### src/hw/rtl/reply_trace_filter_ack_detect_top_defines.svh
// Assertion helpers shared by the RTL of the reply trace filter.
`ifndef REPLY_TRACE_FILTER_ACK_DETECT_TOP_DEFINES_SVH
`define REPLY_TRACE_FILTER_ACK_DETECT_TOP_DEFINES_SVH

// Same-cycle implication, checked at every rising edge outside of reset.
`define RTFAD_ASSERT_NOW(label, clk, rst_n, ante, cons) \
    label: assert property (@(posedge clk) disable iff (!rst_n) (ante) |-> (cons)) \
        else $error("rtfad same-cycle assertion failed");

// Next-cycle implication, checked at every rising edge outside of reset.
`define RTFAD_ASSERT_NEXT(label, clk, rst_n, ante, cons) \
    label: assert property (@(posedge clk) disable iff (!rst_n) (ante) |=> (cons)) \
        else $error("rtfad next-cycle assertion failed");

`endif

### src/hw/rtl/rtfad_pkg.sv
package rtfad_pkg;

    typedef logic [10:0] t_count;
    typedef logic [7:0]  t_byte;

    // Item kinds.
    localparam logic [1:0] KIND_CLEAR  = 2'd0;
    localparam logic [1:0] KIND_FILTER = 2'd1;
    localparam logic [1:0] KIND_RAW    = 2'd2;

    // Chunk status codes.
    localparam logic [1:0] STAT_NONE = 2'd0;
    localparam logic [1:0] STAT_ACK  = 2'd1;
    localparam logic [1:0] STAT_NAK  = 2'd2;

    localparam t_count CAP_RESET = 11'd1024;

    // Characters of interest.
    localparam t_byte CH_BANG  = 8'h21;
    localparam t_byte CH_QUOTE = 8'h22;
    localparam t_byte CH_QMARK = 8'h3F;
    localparam t_byte CH_PCT   = 8'h25;
    localparam t_byte CH_BSL   = 8'h5C;
    localparam t_byte CH_SPACE = 8'h20;
    localparam t_byte CH_LF    = 8'h0A;
    localparam t_byte CH_CR    = 8'h0D;
    localparam t_byte CH_ENQ   = 8'h05;
    localparam t_byte CH_STX   = 8'h02;
    localparam t_byte CH_ETX   = 8'h03;
    localparam t_byte CH_ETB   = 8'h17;

    // Control characters expand to five-character tags.
    localparam int TAG_LEN = 5;
    localparam logic [1:0] TAG_ENQ = 2'd0;
    localparam logic [1:0] TAG_STX = 2'd1;
    localparam logic [1:0] TAG_ETX = 2'd2;
    localparam logic [1:0] TAG_ETB = 2'd3;

    localparam t_byte TAG_TEXT [4][TAG_LEN] = '{
        '{8'h5B, 8'h45, 8'h4E, 8'h51, 8'h5D},   // [ENQ]
        '{8'h5B, 8'h53, 8'h54, 8'h58, 8'h5D},   // [STX]
        '{8'h5B, 8'h45, 8'h54, 8'h58, 8'h5D},   // [ETX]
        '{8'h5B, 8'h45, 8'h54, 8'h42, 8'h5D}    // [ETB]
    };

    typedef struct packed {
        logic [1:0] kind;
        t_byte      data_byte;
        logic       chunk_end;
    } t_item;

    // Everything the emitter needs to play out the results of one word.
    typedef struct packed {
        logic [TAG_LEN-1:0][7:0] chars;       // chars[0] goes out first
        logic                    has_char;
        logic [2:0]              left;        // results to send, 1 to 5
        t_count                  first_count; // count after the first result
        t_byte                   first_char;
        logic [1:0]              status;
        logic                    chunk_end;
    } t_plan;

endpackage

### src/hw/rtl/rtfad_in_if.sv
interface rtfad_in_if;
    logic       valid;
    logic       ready;
    logic [1:0] kind;
    logic [7:0] data_byte;
    logic       chunk_end;

    modport source(output valid, output kind, output data_byte, output chunk_end, input ready);
    modport sink(input valid, input kind, input data_byte, input chunk_end, output ready);
endinterface

### src/hw/rtl/rtfad_out_if.sv
interface rtfad_out_if;
    logic        valid;
    logic        ready;
    logic [7:0]  char_out;
    logic        char_valid;
    logic [1:0]  chunk_status;
    logic        status_valid;
    logic        last;
    logic [10:0] stored_count;
    logic        lone_backslash;

    modport source(
        output valid, output char_out, output char_valid, output chunk_status,
        output status_valid, output last, output stored_count, output lone_backslash,
        input ready
    );
    modport sink(
        input valid, input char_out, input char_valid, input chunk_status,
        input status_valid, input last, input stored_count, input lone_backslash,
        output ready
    );
endinterface

### src/hw/rtl/reply_trace_filter_ack_detect_top.sv
// Reply trace filter with acknowledge detection.
//
// Words enter on i_in (kind, data_byte, chunk_end) and results leave on o_out, both
// valid/ready channels; a word moves at an edge where valid and ready are both high.
// The user writes the capacity register (i_cfg_we/i_cfg_wdata) only while idle; unchecked.
//
// Each input word is registered, decoded in one pass against the trace state and
// handed to an output stage that plays out its results, one result word per cycle while
// o_out.ready is high. A word yields one to five result words (a control character
// expands to a tag of up to five characters) and holds the output stage until its last
// result leaves; words that give one result flow at one per cycle while o_out.ready is
// high. The first result of a word passes the input register and the output stage's
// register before it shows on o_out; its one-result-per-cycle port sets the rate.
//
// Reset (synchronous, i_rst_n low) empties both stages, clears the count, quote
// flag, first character and chunk status, and sets capacity to 1024.
// When o_out.ready is low the result word holds; the input register still takes one
// more word, then i_in.ready drops until the output stage moves on.
module reply_trace_filter_ack_detect_top #(
    parameter int MAX_BUFFER = 1024
) (
    input  logic              i_clk,
    input  logic              i_rst_n,
    rtfad_in_if.sink          i_in,
    rtfad_out_if.source       o_out,
    input  logic              i_cfg_we,
    input  rtfad_pkg::t_count i_cfg_wdata
);
    import rtfad_pkg::*;

`include "reply_trace_filter_ack_detect_top_defines.svh"

    logic  plan_valid;
    logic  plan_ready;
    t_plan plan;

    // Decoder: input register, capacity register and trace state.
    rtfad_decode #(
        .MAX_BUFFER(MAX_BUFFER)
    ) u_decode (
        .i_clk        (i_clk),
        .i_rst_n      (i_rst_n),
        .i_cfg_we     (i_cfg_we),
        .i_cfg_wdata  (i_cfg_wdata),
        .i_in         (i_in),
        .i_plan_ready (plan_ready),
        .o_plan_valid (plan_valid),
        .o_plan       (plan)
    );

    // Output stage: plays out the characters of one decoded word.
    rtfad_emit u_emit (
        .i_clk        (i_clk),
        .i_rst_n      (i_rst_n),
        .i_plan_valid (plan_valid),
        .i_plan       (plan),
        .o_plan_ready (plan_ready),
        .o_out        (o_out)
    );

    // Chunk status is only reported on the final result of a word.
    `RTFAD_ASSERT_NOW(a_status_on_last, i_clk, i_rst_n, o_out.valid && o_out.status_valid, o_out.last)

    // A result without a character is always the only result of its word.
    `RTFAD_ASSERT_NOW(a_empty_is_last, i_clk, i_rst_n, o_out.valid && !o_out.char_valid, o_out.last)

    // A status code shows up only with its status flag.
    `RTFAD_ASSERT_NOW(a_status_flagged, i_clk, i_rst_n, o_out.valid && (o_out.chunk_status != STAT_NONE), o_out.status_valid)

    // Within one word, each further character advances the count by one.
    `RTFAD_ASSERT_NEXT(a_count_steps, i_clk, i_rst_n, o_out.valid && o_out.ready && !o_out.last, o_out.valid && (o_out.stored_count == $past(o_out.stored_count) + 11'd1))

endmodule

### src/hw/rtl/rtfad_decode.sv
module rtfad_decode #(
    parameter int MAX_BUFFER = 1024
) (
    input  logic              i_clk,
    input  logic              i_rst_n,
    input  logic              i_cfg_we,
    input  rtfad_pkg::t_count i_cfg_wdata,
    rtfad_in_if.sink          i_in,
    input  logic              i_plan_ready,
    output logic              o_plan_valid,
    output rtfad_pkg::t_plan  o_plan
);
    import rtfad_pkg::*;

    // Capacity limit folded to the 11-bit count range.
    localparam t_count MAX_CAP = (MAX_BUFFER > 2047) ? 11'd2047 : 11'(MAX_BUFFER);

    logic       r_in_valid;
    t_item      r_item;
    t_count     r_capacity;
    t_count     r_count;
    logic       r_in_quotes;
    t_byte      r_first_char;
    logic [1:0] r_pending;
    logic       r_halted;

    t_count     n_count;
    logic       n_in_quotes;
    t_byte      n_first_char;
    logic [1:0] n_pending;
    logic       n_halted;

    t_count     eff_cap;
    t_count     cap_diff;
    logic       has_room;
    logic [2:0] tag_n;
    logic [2:0] n_chars;
    logic [TAG_LEN-1:0][7:0] chars;
    t_byte      b;
    logic       take;

    assign take         = r_in_valid && i_plan_ready;
    assign i_in.ready   = !r_in_valid || i_plan_ready;
    assign o_plan_valid = r_in_valid;

    assign eff_cap  = (r_capacity > MAX_CAP) ? MAX_CAP : r_capacity;
    assign has_room = r_count < eff_cap;
    assign cap_diff = eff_cap - r_count;
    assign tag_n    = (cap_diff >= 11'd5) ? 3'd5 : cap_diff[2:0];
    assign b        = r_item.data_byte;

    always_comb begin
        n_count      = r_count;
        n_in_quotes  = r_in_quotes;
        n_first_char = r_first_char;
        n_pending    = r_pending;
        n_halted     = r_halted;
        n_chars      = 3'd0;
        chars        = '0;

        case (r_item.kind)
            KIND_CLEAR: begin
                n_count      = '0;
                n_in_quotes  = 1'b0;
                n_first_char = '0;
            end
            KIND_FILTER: begin
                if (!r_halted) begin
                    if (!has_room) begin
                        // Full buffer: only scan for quotes and acknowledges.
                        if (r_pending == STAT_NONE) begin
                            if (b == CH_BANG) begin
                                if (!r_in_quotes) begin
                                    n_pending = STAT_ACK;
                                end
                            end else if (b == CH_QUOTE) begin
                                n_in_quotes = !r_in_quotes;
                            end else if ((b inside {CH_QMARK, CH_PCT}) && r_count == '0
                                         && !r_in_quotes) begin
                                n_pending = STAT_NAK;
                            end
                        end
                    end else if (b == CH_BANG) begin
                        if (!r_in_quotes) begin
                            n_pending = STAT_ACK;
                            n_halted  = 1'b1;
                        end else begin
                            n_chars  = 3'd1;
                            chars[0] = b;
                        end
                    end else if (b == CH_QUOTE) begin
                        n_in_quotes = !r_in_quotes;
                        n_chars     = 3'd1;
                        chars[0]    = b;
                    end else if (b inside {CH_ENQ, CH_STX, CH_ETX, CH_ETB}) begin
                        n_chars = tag_n;
                        for (int i = 0; i < TAG_LEN; i++) begin
                            case (b)
                                CH_ENQ:  chars[i] = TAG_TEXT[TAG_ENQ][i];
                                CH_STX:  chars[i] = TAG_TEXT[TAG_STX][i];
                                CH_ETX:  chars[i] = TAG_TEXT[TAG_ETX][i];
                                default: chars[i] = TAG_TEXT[TAG_ETB][i];
                            endcase
                        end
                        if (b == CH_ETX) begin
                            n_pending = STAT_ACK;
                        end
                    end else if (b inside {CH_LF, CH_CR}) begin
                        n_chars  = 3'd1;
                        chars[0] = CH_SPACE;
                    end else begin
                        if ((b inside {CH_QMARK, CH_PCT}) && r_count == '0 && !r_in_quotes) begin
                            n_pending = STAT_NAK;
                        end
                        n_chars  = 3'd1;
                        chars[0] = b;
                    end
                end
            end
            KIND_RAW: begin
                if (has_room) begin
                    n_chars  = 3'd1;
                    chars[0] = b;
                end
            end
            default: begin
            end
        endcase

        if (n_chars != 3'd0) begin
            n_count = r_count + 11'(n_chars);
            if (r_count == '0) begin
                n_first_char = chars[0];
            end
        end
    end

    always_comb begin
        o_plan.chars       = chars;
        o_plan.has_char    = n_chars != 3'd0;
        o_plan.left        = (n_chars != 3'd0) ? n_chars : 3'd1;
        o_plan.first_count = (n_chars != 3'd0) ? r_count + 11'd1 : n_count;
        o_plan.first_char  = n_first_char;
        o_plan.status      = n_pending;
        o_plan.chunk_end   = r_item.chunk_end;
    end

    always_ff @(posedge i_clk) begin
        if (!i_rst_n) begin
            r_in_valid   <= 1'b0;
            r_capacity   <= CAP_RESET;
            r_count      <= '0;
            r_in_quotes  <= 1'b0;
            r_first_char <= '0;
            r_pending    <= STAT_NONE;
            r_halted     <= 1'b0;
        end else begin
            if (i_cfg_we) begin
                r_capacity <= i_cfg_wdata;
            end
            if (i_in.valid && i_in.ready) begin
                r_in_valid <= 1'b1;
            end else if (take) begin
                r_in_valid <= 1'b0;
            end
            if (take) begin
                r_count      <= n_count;
                r_in_quotes  <= n_in_quotes;
                r_first_char <= n_first_char;
                r_pending    <= r_item.chunk_end ? STAT_NONE : n_pending;
                r_halted     <= r_item.chunk_end ? 1'b0 : n_halted;
            end
        end
    end

    always_ff @(posedge i_clk) begin
        if (i_in.valid && i_in.ready) begin
            r_item.kind      <= i_in.kind;
            r_item.data_byte <= i_in.data_byte;
            r_item.chunk_end <= i_in.chunk_end;
        end
    end

endmodule

### src/hw/rtl/rtfad_emit.sv
module rtfad_emit (
    input  logic             i_clk,
    input  logic             i_rst_n,
    input  logic             i_plan_valid,
    input  rtfad_pkg::t_plan i_plan,
    output logic             o_plan_ready,
    rtfad_out_if.source      o_out
);
    import rtfad_pkg::*;

    logic                    r_valid;
    logic [TAG_LEN-1:0][7:0] r_chars;
    logic                    r_has_char;
    logic [2:0]              r_left;
    t_count                  r_count;
    t_byte                   r_first_char;
    logic [1:0]              r_status;
    logic                    r_end;

    logic at_last;

    assign at_last      = r_left == 3'd1;
    assign o_plan_ready = !r_valid || (o_out.ready && at_last);

    assign o_out.valid          = r_valid;
    assign o_out.char_out       = r_chars[0];
    assign o_out.char_valid     = r_has_char;
    assign o_out.last           = at_last;
    assign o_out.status_valid   = at_last && r_end;
    assign o_out.chunk_status   = (at_last && r_end) ? r_status : STAT_NONE;
    assign o_out.stored_count   = r_count;
    assign o_out.lone_backslash = (r_count == 11'd1) && (r_first_char == CH_BSL);

    always_ff @(posedge i_clk) begin
        if (!i_rst_n) begin
            r_valid <= 1'b0;
        end else if (i_plan_valid && o_plan_ready) begin
            r_valid <= 1'b1;
        end else if (r_valid && o_out.ready && at_last) begin
            r_valid <= 1'b0;
        end
    end

    // Result payload: load a new plan, or step to the next tag character.
    always_ff @(posedge i_clk) begin
        if (i_plan_valid && o_plan_ready) begin
            r_chars      <= i_plan.chars;
            r_has_char   <= i_plan.has_char;
            r_left       <= i_plan.left;
            r_count      <= i_plan.first_count;
            r_first_char <= i_plan.first_char;
            r_status     <= i_plan.status;
            r_end        <= i_plan.chunk_end;
        end else if (r_valid && o_out.ready && !at_last) begin
            r_chars <= r_chars >> 8;
            r_left  <= r_left - 3'd1;
            r_count <= r_count + 11'd1;
        end
    end

endmodule

### src/flat_wrapper.sv
// flat-port wrapper written by rule: the top's interface ports become plain ports
module reply_trace_filter_ack_detect_top_flat import rtfad_pkg::*;
#(
    parameter int MAX_BUFFER = 1024
)
  (i_clk, i_rst_n, i_cfg_we, i_cfg_wdata, i_in_valid, i_in_kind, i_in_data_byte, i_in_chunk_end, i_in_ready, o_out_valid, o_out_char_out, o_out_char_valid, o_out_chunk_status, o_out_status_valid, o_out_last, o_out_stored_count, o_out_lone_backslash, o_out_ready);
  rtfad_in_if i_in_i ();
  rtfad_out_if o_out_i ();
  input  logic i_clk;
  input  logic i_rst_n;
  input  logic i_cfg_we;
  input  rtfad_pkg::t_count i_cfg_wdata;
  input wire logic [$bits(i_in_i.valid)-1:0] i_in_valid;
  input wire logic [$bits(i_in_i.kind)-1:0] i_in_kind;
  input wire logic [$bits(i_in_i.data_byte)-1:0] i_in_data_byte;
  input wire logic [$bits(i_in_i.chunk_end)-1:0] i_in_chunk_end;
  output wire logic [$bits(i_in_i.ready)-1:0] i_in_ready;
  output wire logic [$bits(o_out_i.valid)-1:0] o_out_valid;
  output wire logic [$bits(o_out_i.char_out)-1:0] o_out_char_out;
  output wire logic [$bits(o_out_i.char_valid)-1:0] o_out_char_valid;
  output wire logic [$bits(o_out_i.chunk_status)-1:0] o_out_chunk_status;
  output wire logic [$bits(o_out_i.status_valid)-1:0] o_out_status_valid;
  output wire logic [$bits(o_out_i.last)-1:0] o_out_last;
  output wire logic [$bits(o_out_i.stored_count)-1:0] o_out_stored_count;
  output wire logic [$bits(o_out_i.lone_backslash)-1:0] o_out_lone_backslash;
  input wire logic [$bits(o_out_i.ready)-1:0] o_out_ready;
  assign i_in_i.valid = i_in_valid;
  assign i_in_i.kind = i_in_kind;
  assign i_in_i.data_byte = i_in_data_byte;
  assign i_in_i.chunk_end = i_in_chunk_end;
  assign i_in_ready = i_in_i.ready;
  assign o_out_valid = o_out_i.valid;
  assign o_out_char_out = o_out_i.char_out;
  assign o_out_char_valid = o_out_i.char_valid;
  assign o_out_chunk_status = o_out_i.chunk_status;
  assign o_out_status_valid = o_out_i.status_valid;
  assign o_out_last = o_out_i.last;
  assign o_out_stored_count = o_out_i.stored_count;
  assign o_out_lone_backslash = o_out_i.lone_backslash;
  assign o_out_i.ready = o_out_ready;
  reply_trace_filter_ack_detect_top #(.MAX_BUFFER(MAX_BUFFER)) u_core (.i_clk(i_clk), .i_rst_n(i_rst_n), .i_in(i_in_i), .o_out(o_out_i), .i_cfg_we(i_cfg_we), .i_cfg_wdata(i_cfg_wdata));
endmodule
### config.mk
export PLATFORM = sky130hd
export DESIGN_NAME = reply_trace_filter_ack_detect_top_flat
export DESIGN_NICKNAME = d
export VERILOG_FILES = /design/src/hw/rtl/rtfad_pkg.sv /design/src/hw/rtl/rtfad_in_if.sv /design/src/hw/rtl/rtfad_out_if.sv /design/src/hw/rtl/reply_trace_filter_ack_detect_top.sv /design/src/hw/rtl/rtfad_decode.sv /design/src/hw/rtl/rtfad_emit.sv /design/src/flat_wrapper.sv
export VERILOG_INCLUDE_DIRS = /design/src /design/src/hw/rtl
export SDC_FILE = /design/constraint.sdc
export NUM_CORES = 1
export LEC_CHECK = 0
export BUFFER_PORTS_ARGS = -buffer_cell sky130_fd_sc_hd__buf_2
export CAP_MARGIN = 20
export CORE_ASPECT_RATIO = 1.25
export CORE_MARGIN = 2
export CORE_UTILIZATION = 55
export DETAILED_ROUTE_END_ITERATION = 10
export GPL_ROUTABILITY_DRIVEN = 0
export GPL_TIMING_DRIVEN = 1
export PLACE_DENSITY = 0.71
export SYNTH_ARGS = -nofsm -noshare
export SYNTH_HDL_FRONTEND = slang
export SYNTH_HIERARCHICAL = 1
export SYNTH_SLANG_ARGS = --single-unit
export TNS_END_PERCENT = 20
### constraint.sdc
create_clock -name i_clk -period 5.92 [get_ports i_clk]
set_input_delay 0.296 -clock i_clk [delete_from_list [all_inputs] [get_ports i_clk]]
set_output_delay 0.296 -clock i_clk [all_outputs]
set_load 0.01 [all_outputs]
==> impl_results.md, run 1 <==
* Outcome: finished clean
* Met2 wire len at 7300 µm
* Clock sink total at 113
* Critical Path End Type: register
* WP buf/inv at 1
* Die area at 13,700 µm²
* Synth Flop Type: edfxtp_1
* Post-route clock period utilization at 83.6%
* Crit path kind: register to register
* H-tree depth at 4
* Count leader, synth: edfxtp_1
* Vias in the first global route at 4,937
* Final setup viols at 0
* CP delay by family, top: compound AO/OA/AOI/OAI gates
* Slew Limit Fails at 0
* First-iteration detailed-routing DRC count at 249
* Crit-path max cell delay at 0.55 ns
* CP Max Fanout at 12
* Internal power at 1.68 mW
* DRC Markers at 0
* Top post-synthesis cells by count: 77 x edfxtp_1, 50 x nor2_1, 38 x inv_1
* MaxCap Viol Count at 0
* Insertion delay to the later sink of the worst-skew pair at 0.41 ns
* Clock power frac at 46.6%
* Psw at 0.561 mW
* Slew HR at 35.9%
* Total power density per cell area at 288 nW/µm²
* Die X at 105 µm
* Port Buffers at 53
* # IOs at 54
* Largest net degree at the start of global routing at 48
* CTS tree: done
* Highest Signal Layer: met4
* Synth warn at 6
* Synth Instances at 680
* PostCTS Resize Cnt at 0
* Register area share after synthesis at 43.2%
* Initial antenna violation count at 0
* Starting Density at 55.7%
* Hold_buf cts at 0
* CP Depth at 20
* Synthesized cell area at 7020 µm²
* WL per Instance at 16.8 µm
* Fin Setup TNS at 0 ns
* DR pass1 iterations at 5
* Combinational group share of total power at 11.4%
* DR WL met3 at 886 µm
* Total Nets Final at 758
* Cell Rows at 46
* Root Driver: clkbuf_16
* Final min period at 4.95 ns
* First-pass GRT wire length at 23,900 µm
* Worst Path Required at 6.28 ns
* Reg clk slew, reported paths at 0.06 ns
* Share of cells above drive strength 1 at 20.0%
* Final hold vios at 0
* Placed cell area at 7160 µm²
* Antenna cells at 0
* Die Ht at 130 µm
* Post-CTS Setup Inserts at 0
* Synth Area per Inst at 10.3 µm²
* Maximum vdd drop at 0.226 mV
* Switching Share at 25.1%
* Fin area at 7770 µm²
* Via count at 5,270
* Critical-path cell list: nand2b_1 > ha_1 > inv_1 > fa_1 > a211o_1 > o211a_1 > a21oi_1 > mux2_2 > a2111oi_2 > and2_1 > a311oi_1 > ha_1 > fa_1 > a21oi_1 > nor2_1 > nand3_1 > nor2_1 > or3_1 > a21boi_1 > a21o_1
* GRT overflow at 0
* CP startpoint kind: register
* GRT Util Overall at 22.3%
* P_leak at 3.12 nW
* Max Freq at 202 MHz
* Ranking of synthesized cells by area: edfxtp_1 33%, dfxtp_1 10%, mux2_2 5.3%
* Post-route antenna net violation count at 0
* DRT Wirelength at 14,900 µm
* Final core occ at 61.6%
* DP HPWL at 10,500 µm
* Seq pwr share at 42.0%
* Hold depth at 1
* Via density per instance at 5.94
* CTS Buf Count at 17
* Post-synth EDFFs at 77
* Clk buf depth at 2
* Count of cell types in the netlist at 78
* RSZ-0062 raised after global routing: no
* P&R area growth vs syn at 10.7%
* Clock Skew at 0.00578 ns
* Flops & latches, synth at 113
* CP max stage cell: dfxtp_1
* Depth of the worst register-to-register path at 20
* Data arrival, critical path at 5.31 ns
* Post-synth top area share at 32.9%
* Wl on met1 at 6470 µm
* Worst-margin pin slew at 0.958 ns
* Core area at 12,600 µm²
* Synth area leader: edfxtp_1
* Min-Delay Path Class: input pin to register
* Fraction of registers with async set/reset at 0%
* Hold Worst Slack at 0.0561 ns
[through the flow]
step           power [mW]  instances  worst slack (ns)
2_1_floorplan        1.16        691             0.728
3_3_place_gp         1.20        855              1.18
3_5_place_dp         1.21        855              1.03
6_report             2.24        887             0.970
5_1_grt              2.32        887             0.524
4_1_cts              2.26        887             0.974
[cells in the final DEF, fill, tap and decap left out, drive strengths merged, types with 9 or more instances in the layout]
cell    count
a21boi     12
nand2      28
o31ai      10
mux2       45
nor2b      21
and2       17
mux2i      16
buf        56
nand4      12
clkbuf     17
or3        11
ha         23
and3        9
a31oi       9
edfxtp     77
nand2b     11
inv        44
dfxtp      36
a21oi      18
o21ai      27
a21o       17
conb       12
nor2       51
nor3       14
nand3      20
a211oi     12
[worst paths after layout]
check	start	endpoint	slack, ns
worst min register to register	u_core/u_decode/r_first_char[1]	u_core/u_decode/r_first_char[1]	0.47
worst max register to register	u_core/u_decode/r_capacity[10]	u_core/u_decode/r_count[10]	0.97
worst max-delay path	u_core/u_decode/r_capacity[10]	u_core/u_decode/r_count[10]	0.97
worst min-delay path	i_in_data_byte[6]	u_core/u_decode/b[6]	0.06
[power groups by stage]
stage,clock network [mW],registers [mW],logic [mW]
after detailed placement,0,0.957,0.252
after floorplan,0,0.954,0.204
after global routing,1.09,0.947,0.279
after global placement,0,0.954,0.245
final,1.04,0.940,0.255
after CTS,1.06,0.941,0.254
[registers in the layout (all words and copies together), names as in the netlist, 3 cells and up]
| signal | count |
|---|---|
| u_core/u_decode/r_count | 11 |
| u_core/u_emit/r_left | 3 |
| u_core/u_decode/r_capacity | 11 |
| u_core/u_emit/r_chars | 32 |
| u_core/u_emit/o_out.stored_count | 11 |
| u_core/u_decode/r_first_char | 8 |
| u_core/u_emit/o_out.char_out | 8 |
| u_core/u_decode/b | 8 |
| u_core/u_emit/r_first_char | 8 |
[cell type report]
type	instances	area, µm²
inverters	39	146
clock inverters	15	180
clock buffers	17	425
multi-input cells	479	3490
flip-flops and latches	113	3030
repair buffers	56	288
well taps	168	210
fillers	1016	4840
[kinds of logic after synthesis]
kind of cell / after synthesis / share of synthesized area, %
AO/OA/AOI/OAI: 144 / 14.8
XOR/XNOR: 13 / 1.62
adder cells (fa/ha/maj): 25 / 4.67
buffers and inverters: 99 / 7.90
flip-flops: 113 / 43.2
multiplexers: 61 / 9.98
other: 1 / 0.0534
AND/OR/NAND/NOR: 224 / 17.8
[routing by layer]
layer  up-vias  track usage [%]
met2       185             37.9
li1       2528                -
met3        22             4.60
met1      2535             27.8
met4         0             9.57
met5         -                0
Power figures use the tool's default switching activity.
==> inputs of run 2 (changes only) <==
--- a/config.mk
+++ b/config.mk
@@ -14,7 +14,7 @@
 export DETAILED_ROUTE_END_ITERATION = 10
 export GPL_ROUTABILITY_DRIVEN = 0
 export GPL_TIMING_DRIVEN = 1
-export PLACE_DENSITY = 0.71
+export PLACE_DENSITY = 0.74
 export SYNTH_ARGS = -nofsm -noshare
 export SYNTH_HDL_FRONTEND = slang
 export SYNTH_HIERARCHICAL = 1
==> constraint.sdc (replaced) <==
create_clock -name i_clk -period 4.3 [get_ports i_clk]
set_input_delay 0.215 -clock i_clk [delete_from_list [all_inputs] [get_ports i_clk]]
set_output_delay 0.215 -clock i_clk [all_outputs]
set_load 0.01 [all_outputs]
==> run 2 against run 1 <==
Maximum frequency grew 20%. Largest power group is now registers. Global-route usage grew 1.1 points. Sequential power grew 38%. Hold slack lost 0.0047 ns. Final cell count grew 3.2%. Highest routed layer unchanged. Register-to-register slack lost 0.80 ns. Largest cell class unchanged. Die area is the same.
==> impl_results.md, run 2 (same netlist as run 1, synthesis figures left out) <==
* Root Driver: clkbuf_16
* Hold Path Sink: u_core/u_decode/r_capacity[10]
* Total power density per cell area at 368 nW/µm² (+28%)
* Largest net degree at the start of global routing at 55 (+15%)
* Initial antenna violation count at 0 (unchanged)
* Port Buffers at 53 (unchanged)
* H-tree depth at 4 (unchanged)
* Min-Delay Path Class: input pin to register
* Share of cells above drive strength 1 at 23.2% (+3.1 points)
* Largest register FFs at 32 (unchanged)
* P&R area growth vs syn at 14.3%
* Cell Rows at 46 (unchanged)
* Most common cell after layout, fill and taps aside: edfxtp_1
* RSZ-0062 raised after global routing: yes
* Clock sink total at 113 (unchanged)
* First-iteration detailed-routing DRC count at 328 (+32%)
* CTS tree: done
* DP HPWL at 10,800 µm (+2.1%)
* Final setup viols at 0 (unchanged)
* GRT Util Overall at 23.4% (+1.1 points)
* Die area at 13,700 µm² (unchanged)
* Via density per instance at 5.82 (-2.1%)
* Die Ht at 130 µm (unchanged)
* Multi-input gate area at 3560 µm² (+2.1%)
* Slew Limit Fails at 0 (unchanged)
* CP startpoint kind: register
* Max Freq at 242 MHz (+20%)
* Post-route antenna net violation count at 0 (unchanged)
* Clock Skew at 0.00498 ns (-0.000799 ns)
* DRC Markers at 0 (unchanged)
* Vias in the first global route at 5,245 (+6.2%)
* Final hold vios at 0 (unchanged)
* Worst Path Required at 4.65 ns (-1.63 ns)
* Core area at 12,600 µm² (unchanged)
* Maximum vdd drop at 0.240 mV (+6.3%)
* Final core occ at 63.7% (+2.1 points)
* Hold depth at 3 (+2)
* Most frequent cells in the layout: 77 x edfxtp_1, 53 x buf_2, 49 x nor2_1
* Total area of sequential cells at 3030 µm² (unchanged)
* Depth of the worst register-to-register path at 20 (unchanged)
* Insertion delay to the later sink of the worst-skew pair at 0.40 ns (about the same)
* RR Startpoint: u_core/u_decode/r_capacity[10]
* DRT Wirelength at 15,500 µm (+4.0%)
* Total Nets Final at 787 (+3.8%)
* Fill cell count at 1,004 (-1.2%)
* DR pass1 iterations at 6 (+1)
* P_leak at 3.22 nW (+3.4%)
* Data arrival, critical path at 4.48 ns (-0.83 ns)
* Hold Path Origin: i_cfg_wdata[10]
* MaxCap Viol Count at 0 (unchanged)
* Die X at 105 µm (unchanged)
* Crit path kind: register to register
* Antenna cells at 0 (unchanged)
* Worst reg2reg path endpoint: u_core/u_decode/r_count[10]
* Tot Pwr at 2.96 mW (+32%)
* GRT overflow at 0 (unchanged)
* Final min period at 4.13 ns (-0.820 ns)
* Critical Path End Type: register
* CP Max Fanout at 4 (-8)
* First-pass GRT wire length at 25,300 µm (+5.8%)
* Worst-margin pin slew at 0.744 ns (-0.214 ns)
* Via count at 5,322 (+0.99%)
* Post-route clock period utilization at 96.0% (+12 points)
* WL per Instance at 16.9 µm (+0.82%)
* # IOs at 54 (unchanged)
* Slew HR at 50.3% (+14 points)
* CTS Buf Count at 17 (unchanged)
* Reg clk slew, reported paths at 0.05 ns (about the same)
* Clk buf depth at 2 (unchanged)
* Starting Density at 55.7% (unchanged)
* Reg2reg setup slack at 0.17 ns (-0.80 ns)
* Outcome: finished clean
* Largest Register: u_core/u_emit/r_chars
-- run 2: cell count changes in the layout (fill, tap and decap cells not counted), moves of 2 or more --
cell / previous run / this run
clkinvlp_4: 3 / 6
a21oi_1: 18 / 16
fa_1: 2 / 0
bufinv_16: 3 / 1
fa_2: 0 / 2
nand3_1: 20 / 18
buf_4: 3 / 21
dlygate4sd3_1: 0 / 11
inv_6: 5 / 1
nand3_2: 0 / 2
a21oi_2: 0 / 2
-- run 2: critical path: stages, from the launching register on --
cell and delay (ns):
dfxtp_1 0.32, nand2b_1 0.11, ha_1 0.17, inv_1 0.06
fa_2 0.35, a211o_1 0.28, o211a_1 0.17, a21oi_2 0.14
mux2_2 0.37, a2111oi_4 0.23, and2_4 0.22, a311oi_2 0.12
ha_2 0.24, fa_2 0.36, a21oi_2 0.15, nor2_2 0.06
nand3_2 0.10, nor2_1 0.06, or3_1 0.30, a21boi_1 0.15
a21o_1 0.10
-- run 2: worst max-delay path by stage --
stage	startpoint	endpoint	cells after the start
floorplan	u_core/u_decode/r_capacity[10]	u_core/u_decode/r_count[10]	21
global placement	u_core/u_decode/r_capacity[10]	u_core/u_decode/r_count[10]	20
detailed placement	u_core/u_decode/r_capacity[10]	u_core/u_decode/r_count[10]	20
CTS	u_core/u_decode/r_capacity[10]	u_core/u_decode/r_count[10]	20
global route	u_core/u_decode/r_capacity[10]	u_core/u_decode/r_count[10]	19
finish	u_core/u_decode/r_capacity[10]	u_core/u_decode/r_count[10]	20
-- run 2: stage by stage --
stage | setup slack, ns | instances | hold WS (ns) | setup TNS (ns) | area, µm²
finish | 0.170 | 915 | 0.0514 | 0 | 8030
CTS | 0.0312 | 913 | 0.0338 | 0 | 7960
global route | -0.0148 | 915 | 0.0605 | -0.0148 | 8030
detailed placement | -0.131 | 871 | 0.393 | -0.230 | 7280
global placement | 0.0588 | 871 | 0.392 | 0 | 7280
floorplan | -0.214 | 691 | 0.314 | -0.561 | 7060
-- run 2: layer usage --
metal	global-route usage (%)	part of all wire [%]	vias to the layer above
met3	4.30	4.8	23
li1	-	-	2582
met5	0	0	-
met4	8.86	1.8	0
met2	41.6	51	170
met1	28.4	43	2547
-- run 2: where the power goes --
part / internal (mW) / total, mW / switching [mW]
Clock: 0.788 / 1.28 / 0.489
Combinational: 0.162 / 0.383 / 0.221
Sequential: 1.25 / 1.30 / 0.0440
-- run 2: layout make-up --
| class | count | area share [%] |
|---|---|---|
| repair buffers | 85 | 6.64 |
| multi-input cells | 479 | 44.3 |
| clock buffers | 18 | 5.35 |
| inverters | 39 | 1.82 |
| flip-flops and latches | 113 | 37.8 |
| clock inverters | 13 | 1.45 |
| well taps | 168 | 2.62 |
-- run 2: what timing repair did --
item / CTS / global route
gates resized for setup: 4 / 11
pin swaps: 1 / 2
hold buffers: 11 / 0
endpoints found under the hold margin: 11 / 0
setup endpoints to repair: 2 / 7
cloned: 0 / 0
setup buffers: 0 / 2
